==> src/rtl/ptfs_pkg.sv <==
// ----------------------------------------------------------------------------
// ptfs_pkg
// shared types, codes and the 2^(-j/16) table of the peak table field sampler
// ----------------------------------------------------------------------------
package ptfs_pkg;

  localparam int DIM   = 2;
  localparam int ACC_W = 42;

  typedef enum logic [1:0] {
    ACT_ADD     = 2'd0,
    ACT_KILL    = 2'd1,
    ACT_RESTORE = 2'd2,
    ACT_SAMPLE  = 2'd3
  } action_t;

  typedef enum logic [1:0] {
    DIV_DIM0 = 2'd0,
    DIV_DIM1 = 2'd1,
    DIV_LOR  = 2'd2
  } div_sel_t;

  typedef enum logic [3:0] {
    S_IDLE,
    S_UPD,
    S_SCAN,
    S_LOAD0,
    S_DIV0,
    S_LOAD1,
    S_DIV1,
    S_EXP,
    S_DIVL,
    S_MIX,
    S_ACC,
    S_FIN,
    S_DONE
  } state_t;

  typedef struct packed {
    logic     load;
    logic     upd;
    logic     inc_idx;
    logic     div_start;
    div_sel_t div_sel;
    logic     sq0;
    logic     sq1;
    logic     exp_ld;
    logic     mix_ld;
    logic     acc_ld;
    logic     fin_ld;
  } cmd_t;

  typedef struct packed {
    action_t action;
    logic    idx_end;
    logic    cur_active;
    logic    div_busy;
  } status_t;

  function automatic logic [16:0] pow2_tab(input logic [4:0] j);
    logic [16:0] v;
    case (j)
      5'd0:    v = 17'd65536;
      5'd1:    v = 17'd62757;
      5'd2:    v = 17'd60097;
      5'd3:    v = 17'd57549;
      5'd4:    v = 17'd55109;
      5'd5:    v = 17'd52773;
      5'd6:    v = 17'd50535;
      5'd7:    v = 17'd48393;
      5'd8:    v = 17'd46341;
      5'd9:    v = 17'd44376;
      5'd10:   v = 17'd42495;
      5'd11:   v = 17'd40693;
      5'd12:   v = 17'd38968;
      5'd13:   v = 17'd37316;
      5'd14:   v = 17'd35734;
      5'd15:   v = 17'd34219;
      default: v = 17'd32768;
    endcase
    return v;
  endfunction

endpackage

==> src/rtl/ptfs_ctrl.sv <==
// ----------------------------------------------------------------------------
// ptfs_ctrl
// sequencer: table updates and the per-peak sample walk
// ----------------------------------------------------------------------------
module ptfs_ctrl (
  input  logic              clk,
  input  logic              rst,
  input  logic              s_tvalid,
  output logic              s_tready,
  output logic              m_tvalid,
  input  logic              m_tready,
  input  ptfs_pkg::status_t sts,
  output ptfs_pkg::cmd_t    cmd
);

  ptfs_pkg::state_t state, state_next;

  always_ff @(posedge clk) begin
    if (rst) begin
      state <= ptfs_pkg::S_IDLE;
    end else begin
      state <= state_next;
    end
  end

  always_comb begin
    state_next = state;
    unique case (state)
      ptfs_pkg::S_IDLE: begin
        if (s_tvalid) state_next = ptfs_pkg::S_UPD;
      end
      ptfs_pkg::S_UPD: begin
        if (sts.action == ptfs_pkg::ACT_SAMPLE) state_next = ptfs_pkg::S_SCAN;
        else state_next = ptfs_pkg::S_DONE;
      end
      ptfs_pkg::S_SCAN: begin
        if (sts.idx_end) state_next = ptfs_pkg::S_FIN;
        else if (sts.cur_active) state_next = ptfs_pkg::S_LOAD0;
      end
      ptfs_pkg::S_LOAD0: state_next = ptfs_pkg::S_DIV0;
      ptfs_pkg::S_DIV0: begin
        if (!sts.div_busy) state_next = ptfs_pkg::S_LOAD1;
      end
      ptfs_pkg::S_LOAD1: state_next = ptfs_pkg::S_DIV1;
      ptfs_pkg::S_DIV1: begin
        if (!sts.div_busy) state_next = ptfs_pkg::S_EXP;
      end
      ptfs_pkg::S_EXP:  state_next = ptfs_pkg::S_DIVL;
      ptfs_pkg::S_DIVL: begin
        if (!sts.div_busy) state_next = ptfs_pkg::S_MIX;
      end
      ptfs_pkg::S_MIX:  state_next = ptfs_pkg::S_ACC;
      ptfs_pkg::S_ACC:  state_next = ptfs_pkg::S_SCAN;
      ptfs_pkg::S_FIN:  state_next = ptfs_pkg::S_DONE;
      ptfs_pkg::S_DONE: begin
        if (m_tready) state_next = ptfs_pkg::S_IDLE;
      end
      default: state_next = ptfs_pkg::S_IDLE;
    endcase
  end

  always_comb begin
    cmd          = '0;
    cmd.div_sel  = ptfs_pkg::DIV_DIM0;
    s_tready     = 1'b0;
    m_tvalid     = 1'b0;
    unique case (state)
      ptfs_pkg::S_IDLE: begin
        s_tready = 1'b1;
        cmd.load = s_tvalid;
      end
      ptfs_pkg::S_UPD: cmd.upd = 1'b1;
      ptfs_pkg::S_SCAN: begin
        cmd.inc_idx = !sts.idx_end && !sts.cur_active;
      end
      ptfs_pkg::S_LOAD0: begin
        cmd.div_start = 1'b1;
        cmd.div_sel   = ptfs_pkg::DIV_DIM0;
      end
      ptfs_pkg::S_DIV0: cmd.sq0 = !sts.div_busy;
      ptfs_pkg::S_LOAD1: begin
        cmd.div_start = 1'b1;
        cmd.div_sel   = ptfs_pkg::DIV_DIM1;
      end
      ptfs_pkg::S_DIV1: cmd.sq1 = !sts.div_busy;
      ptfs_pkg::S_EXP:  cmd.exp_ld = 1'b1;
      ptfs_pkg::S_DIVL: begin
        if (!sts.div_busy) cmd.mix_ld = 1'b0;
      end
      ptfs_pkg::S_MIX: cmd.mix_ld = 1'b1;
      ptfs_pkg::S_ACC: begin
        cmd.acc_ld  = 1'b1;
        cmd.inc_idx = 1'b1;
      end
      ptfs_pkg::S_FIN:  cmd.fin_ld = 1'b1;
      ptfs_pkg::S_DONE: m_tvalid = 1'b1;
      default: ;
    endcase
    if (state == ptfs_pkg::S_EXP) begin
      cmd.div_start = 1'b1;
      cmd.div_sel   = ptfs_pkg::DIV_LOR;
    end
  end

endmodule

==> config.mk <==
export PLATFORM = sky130hd
export DESIGN_NAME = ptfs_ctrl
export DESIGN_NICKNAME = d
export VERILOG_FILES = /design/src/rtl/ptfs_pkg.sv /design/src/rtl/ptfs_ctrl.sv
export SDC_FILE = /design/constraint.sdc
export NUM_CORES = 1
export LEC_CHECK = 0
export ABC_AREA = 1
export BUFFER_PORTS_ARGS = -buffer_cell sky130_fd_sc_hd__buf_2
export CAP_MARGIN = 20
export CORE_AREA = 2 2 39 41
export DETAILED_ROUTE_END_ITERATION = 7
export DIE_AREA = 0 0 41 43
export HOLD_SLACK_MARGIN = 0.08
export PLACE_DENSITY_LB_ADDON = 0.12
export SETUP_SLACK_MARGIN = 0.15
export SLEW_MARGIN = 20
export SYNTH_ARGS = -nofsm -noshare
export SYNTH_HDL_FRONTEND = slang
export SYNTH_SLANG_ARGS = --single-unit
==> constraint.sdc <==
create_clock -name clk -period 1.78 [get_ports clk]
set_input_delay 0 -clock clk [delete_from_list [all_inputs] [get_ports clk]]
set_output_delay 0 -clock clk [all_outputs]
set_load 0.005 [all_outputs]
==> After elaboration in Yosys (flattened, before gate mapping) <==
Index checks and enable logic that the tools add are counted.
W data, S select, Z words.
{ "word_totals": {"register_bits": 4, "in_bits": 9, "elab_cells": 48} }
{ "op_classes": {"eq_ne": 19, "mux": 22, "n_reduce_logical": 6} }
{ "op_table": {"columns": ["cell", "count"], "rows": [
  ["$pmux W4 S13", 1],
  ["$mux W4", 8],
  ["$eq A4 B4 Y1 const B", 5],
  ["$eq A4 B3 Y1 const B", 4],
  ["$mux W1", 10],
  ["$ne A2 B2 Y1 const B", 5],
  ["$eq A4 B2 Y1 const B", 2],
  ["$pmux W3 S2", 1],
  ["$reduce_and A6 Y1", 1],
  ["$eq A4 B1 Y1 const B", 1],
  ["$logic_not A4 Y1", 1],
  ["$logic_not A1 Y1", 3],
  ["$mux W3", 1],
  ["$ne A3 B3 Y1 const B", 1],
  ["$eq A2 B2 Y1 const B", 1],
  ["$pmux W1 S2", 1],
  ["$logic_and A1 B1 Y1", 1]
]} }

==> Logic depth before layout (Yosys ltp) <==
Gate-level depths: netlist (run 1).
{ "depth": {"ltp_word": 3, "depth_mapped": 9, "mapped_depth_nobuf": 9} }

==> Least setup slack after synthesis (run 1) <==
OpenSTA, ideal clock, no wires.
{ "synth_timing": {"path_type": "register -> register", "start": "register state[3]", "end": "register state[2]", "arrival_ns": 0.984, "required_ns": 1.667, "setup_slack_ns": 0.683, "path_stages_with_launch": 10, "n_path_buf": 0, "period_less_slack_ns": 1.097, "path_cell_list": "dfxtp_1 inv_1 nand2_2 nand2_1 nand2_1 nor2_1 nor2_1 nand2_1 nand2_1 nor2_1"} }
{ "synth_via": {"elab_chain_cells": 3} }
{ "synth_lines": {"columns": ["item", "line_no", "source"], "rows": [
  ["start, declared", "ptfs_ctrl.sv:16", "ptfs_pkg::state_t state, state_next;"],
  ["start signal, assigned", "ptfs_ctrl.sv:20", "state <= ptfs_pkg::S_IDLE;"],
  ["start signal, assigned", "ptfs_ctrl.sv:22", "state <= state_next;"],
  ["$eq A4 B2 Y1 (tied with other cells)", "ptfs_ctrl.sv:28", "unique case (state)"],
  ["$ne A3 B3 Y1 (no source line) or $ne A2 B2 Y1 (tied branches)", null, null],
  ["$reduce_and A6 Y1 (no source line)", null, null]
]} }
Parallel ways exist; a longest one is shown, timed or not.
A chain may end at the register's enable or synchronous reset.

==> Worst setup path after layout (run 1) <==
Ends and elaborated chain as after synthesis.

==> impl_metrics.toml, run 1 <==
[drt]
wirelength_um = 1100
viasPerCell = 4.48
dr.pass1.iters = 3
ant_nets = 0
num_vias = 524
drtIter0Drc = 6
post_drt_wl_per_cell_um = 9.38
drc = 0

[layout]
regMostFlops = "state"
nets = 112
area_growth_pct = 39.5
design_area_um2 = 548
seq_area_um2 = 80.1
fillers = 171
largest_reg_flops = 4
num_antenna_cells = 0
drive_gt1_share_pct = 27.7
multiInputGateArea_um2 = 256
reg.largest.list = "state x4"

[global_route]
met1_usage_pct = 19.9
busiest_layer = "met1"
met2_usage_pct = 19.4
use_met3_pct = 1.57
grt_max_degree = 8
grt_pass1_vias = 421
track_usage_pct = 14.3
overflow = 0
grt_pass1_wl_um = 1720
antenna_found_initial = 0

[worst_setup_path]
cp_data_required_time_ps = 1910
critPathLaunchType = "flop"
worstPathArrival_ps = 1370
crit_path_end_kind = "flop"
crit_fanout = 6
crit_type = "flop to flop"

[synth]
yosys-top-cells-area = "dfxtp_1 20%, nor2_1 19%, nand2_1 15%, inv_1 12%, nand3_1 8.9%"
seq_area_frac_synth_pct = 20.4
synth_edf_count = 0
synth_warnings = 0
syn_area_um2 = 393
synth.avg_cell_area_um2 = 5.17
synth_cells = 76
synth_cell_type_count = 15
ys_ff_latch = 4
synth_common_cells = "20 x nor2_1, 16 x nand2_1, 13 x inv_1"
syn_nets = 85
ys_async_sr_fraction_pct = 0
synth_top_flop_cell = "dfxtp_1"
yosysTopAreaCell = "dfxtp_1"
synth_top_area_share_pct = 20.4
synth_most_common_cell = "nor2_1"

[outcome]
status = "complete, no violations"

[timing]
finalHoldViolCount = 0
setup_viol = 0
finClkSkew_ps = 3.49
whs_ps = 147
fmax_mhz = 802
worstMarginPinSlew_ps = 265
rsz0062_at_grt = "false"
min_period_ps = 1250
finalSetupTns_ps = 0
worst_slack_ps = 533
finalCritPeriodShare_pct = 70.0
finalMaxSlewViolations = 0
slew_headroom_pct = 82.2

[place]
post-place-ws_ps = 530
dpl_cell_area_um2 = 515
hpwl_um = 891
gp_congestion = 0.741
io_buffers = 22

[cts]
clockRootBuffer = "clkbuf_4"
clock_path_buffers = 2
cts_resized = 0
postCtsSetupBuffers = 0
numCtsBuffers = 3
clock_latency_ps = 230
cts_tree = "built"
cts.reportedPaths.clkPinSlew_ps = 40
cts.sinks = 4
htreeDepth = 1

[power_and_ir_drop]
p_leak_nw = 0.344
p_per_area_nw_per_um2 = 1670
ir_drop_mv = 0.622

[floorplan]
coreArea_um2 = 1380
io_pins = 23
fp.dieW_um = 41
core.rowCount = 14
die_h_um = 43
initial_core_util_pct = 28.4
die-area_um2 = 1760

[min_path]
holdCritPathClass = "primary input to flop"

[flow_run]
drv_cap = 0
layout by cell type, fill, tap and decap left out, drive strengths merged:
master / count
dlygate4sd3: 1
o21bai: 1
o31ai: 1
dfxtp: 4
nand3: 7
inv: 13
buf: 22
a21oi: 3
o22ai: 1
nor2: 21
nor3: 3
nand2: 18
clkbuf: 3
o21ai: 2
nand4: 1
worst paths after layout:
check | startpoint | to | slack (ps) | cells past startpoint
worst min register to register | state[2]$_SDFFE_PP0P_ | state[2]$_SDFFE_PP0P_ | 570 | 2
worst max register to register | state[3]$_SDFFE_PP0P_ | state[2]$_SDFFE_PP0P_ | 530 | 9
worst min-delay path | sts[0] | state[0]$_SDFFE_PP0P_ | 150 | 4
worst max-delay path | state[3]$_SDFFE_PP0P_ | state[2]$_SDFFE_PP0P_ | 530 | 9
through the flow:
step | util, % | std cells | power (mW)
floorplan | - | 76 | 0.627
global placement | 37.3 | 113 | 0.808
detailed placement | 37.3 | 113 | 0.801
CTS | 39.6 | 117 | 0.923
global route | 39.6 | 117 | 1.04
finish | 39.6 | 117 | 0.913
critical path, cell delays in order, from the launching register on:
cell and delay (ps):
dfxtp_1 410, inv_1 100, nand2_2 130, nand2_1 110, nand2_1 70, nor2_1 50, nor2_1 130, nand2_1 60
nand2_1 50, nor2_1 30
cell type report:
cell class              instances  share of cell area [%]
inverters                      13                    8.90
flip-flops and latches          4                    14.6
repair buffers                 23                    21.9
well taps                      16                    3.65
multi-input cells              58                    46.8
clock buffers                   3                    4.11
power breakdown:
group	internal, mW	total [mW]	switching [mW]
clock	0.0755	0.114	0.0381
sequential	0.133	0.199	0.0664
combinational	0.226	0.600	0.374
logic make-up (layout without fill, tap and decap cells):
logic type | after synthesis | in the layout | synth area share [%]
DFF | 4 | 4 | 20.4
AOI/OAI and AO/OA | 8 | 8 | 11.8
and+or+nand+nor | 50 | 50 | 53.5
buffers and inverters | 14 | 39 | 14.3
routing by layer:
layer	vias to the layer above	share of wire (%)
met4	0	0
met3	0	5.7
li1	292	-
met2	12	49
met1	220	46
met5	-	0
what timing repair did:
action                                  in CTS  in global routing
hold buffers                                 1                  0
hold endpoints to repair                     4                  0
endpoints found under the setup margin       0                  0
(Power assumes the default switching activity.)
==> run 2: changes to the inputs <==
- clock period: 1.78 -> 1 ns (I/O delays scaled with it)
==> run 2 against run 1 <==
  * Final cell count rose by 12%
  * Clock skew is 3.2 ps lower
  * Global-route usage up 3.5 points
  * Critical path depth is 4 lower
  * Highest routed layer is now met4
  * Sequential power grew to 2.8 times the previous value
  * Via count grew 16%
  * Worst setup slack lost 670 ps
  * Flip-flop and latch count is the same
  * The flow now finishes with violations (setup timing)
==> impl_metrics.toml, run 2 (synthesis gave the netlist of run 1 again) <==
[outcome]
status = "complete, but fails checks"
failed_checks = "setup timing"

[power_and_ir_drop]
total_power_mw = 2.81
ir_drop_mv = 1.92
power_frac_comb_pct = 73.6
switchingPower_mw = 1.39
sequentialPowerShare_pct = 19.7
p_sw_share_pct = 49.4
intPower_mw = 1.42
pwr-share-clk_pct = 6.7
p_leak_nw = 0.467
p_per_area_nw_per_um2 = 3210

[cts]
cts_tree = "built"
cts.sinks = 4
clockRootBuffer = "clkbuf_4"
numCtsBuffers = 3
cts.reportedPaths.clkPinSlew_ps = 30
clock_latency_ps = 230
clock_path_buffers = 2
htreeDepth = 1

[worst_setup_path]
reg2reg_to = "state[2]$_SDFFE_PP0P_"
rr_startpoint = "state[3]$_SDFFE_PP0P_"
r2r_slack_ps = -120
cp_data_required_time_ps = 1000
reg2reg_depth = 9
crit_type = "flop to output port"
critPathTopFamily = "flip-flops"
worstPathArrival_ps = 1140
critPathLaunchType = "flop"
critical_path.max_stage_delay_ps = 380
crit_path_end_kind = "output port"
crit_chain = "inv_4 -> nand2_4 -> buf_6 -> nor3_2 -> buf_2"
crit_buf_inv = 3
crit_fanout = 6
crit_slowest_cell = "dfxtp_4"

[layout]
design_area_um2 = 876
regMostFlops = "state"
area_growth_pct = 123
final_common_cell = "buf_2"
num_antenna_cells = 0
nets = 126
fillers = 138
largest_reg_flops = 4
fin_cells = 131
reg.largest.list = "state x4"
mostFrequentLayoutCells = "21 x buf_2, 11 x buf_6, 10 x nand2_1, 9 x nor2_1, 7 x nor2_4"
drive_gt1_share_pct = 68.7

[flow_run]
drv_cap = 0

[drt]
viasPerCell = 4.65
drc = 0
dr.pass1.iters = 4
drtIter0Drc = 6
wirelength_um = 1360
post_drt_wl_per_cell_um = 10.4
num_vias = 609
ant_nets = 0

[timing]
whs_ps = 162
rsz0062_at_grt = "true"
slew_headroom_pct = 86.5
fmax_mhz = 879
min_period_ps = 1140
finalHoldViolCount = 0
worst_slack_ps = -138
worstMarginPinSlew_ps = 202
setup_viol = 18
finalMaxSlewViolations = 0
finClkSkew_ps = 0.316
finalCritPeriodShare_pct = 114

[place]
gp_congestion = 0.781
dp_cells = 127
dpl_cell_area_um2 = 692
io_buffers = 22
hpwl_um = 1040
post-place-ws_ps = -111

[global_route]
grt_pass1_vias = 550
antenna_found_initial = 0
grt_max_degree = 8
track_usage_pct = 17.8
grt_pass1_wl_um = 2130
overflow = 0

[floorplan]
core.rowCount = 14
fp.dieW_um = 41
io_pins = 23
die_h_um = 43
coreArea_um2 = 1380
die-area_um2 = 1760
initial_core_util_pct = 28.4

[min_path]
hold_end = "state[3]$_SDFFE_PP0P_"
min_from = "sts[2]"
min_path_cells = 5
holdCritPathClass = "primary input to flop"
run 2: layout make-up:
class,count,area [um^2],share of cell area [%]
flip-flops and latches,4,95.1,10.9
repair buffers,37,269,30.7
multi-input cells,58,410,46.9
inverters,13,58.8,6.71
well taps,16,20.0,2.29
clock buffers,3,22.5,2.57
run 2: routing by layer:
layer  routed length [um]  vias to the layer above  global-route usage (%)
met5                    0                        -                       0
met4                   14                        0                    11.3
met3                   72                        2                    4.19
met2                  738                       18                    28.4
met1                  530                      270                    19.6
li1                     -                      319                       -
run 2: repair_timing:
action / 4_1_cts / 5_1_grt
hold buffers: 1 / 0
pin swaps: 9 / 4
gates cloned: 0 / 0
setup buffers: 0 / 0
endpoints found under the setup margin: 18 / 18
gates resized for setup: 24 / 17
endpoints found under the hold margin: 4 / 0
run 2: power groups by stage:
stage / clock network [mW] / logic (mW) / registers [mW]
global placement: 0 / 1.55 / 0.486
CTS: 0.202 / 1.81 / 0.530
finish: 0.189 / 2.07 / 0.553
detailed placement: 0 / 1.56 / 0.491
floorplan: 0 / 0.951 / 0.461
global route: 0.222 / 2.28 / 0.572
run 2: tightest hold or removal path, cell delays in order:
cell	delay [ps]
buf_2	90
nand2_1	50
nand3_1	80
nor2_1	40
nor2_1	80
run 2: through the flow:
step | TNS (ps) | utilization, %
after global placement | -209 | 50.0
final | -1750 | 63.3
after detailed placement | -255 | 50.0
after global routing | -3130 | 63.3
after CTS | -1810 | 58.2
after floorplan | -5.43 | -
run 2: worst max-delay path by stage:
stage	startpoint	end	slack, ps	depth (start not counted)
6_report	state[3]$_SDFFE_PP0P_	cmd[5]	-140	5
5_1_grt	state[3]$_SDFFE_PP0P_	state[2]$_SDFFE_PP0P_	-220	8
4_1_cts	state[3]$_SDFFE_PP0P_	cmd[8]	-140	5
3_5_place_dp	state[3]$_SDFFE_PP0P_	state[2]$_SDFFE_PP0P_	-110	7
3_3_place_gp	state[3]$_SDFFE_PP0P_	state[2]$_SDFFE_PP0P_	-100	9
2_1_floorplan	state[2]$_SDFFE_PP0P_	state[2]$_SDFFE_PP0P_	-5	9
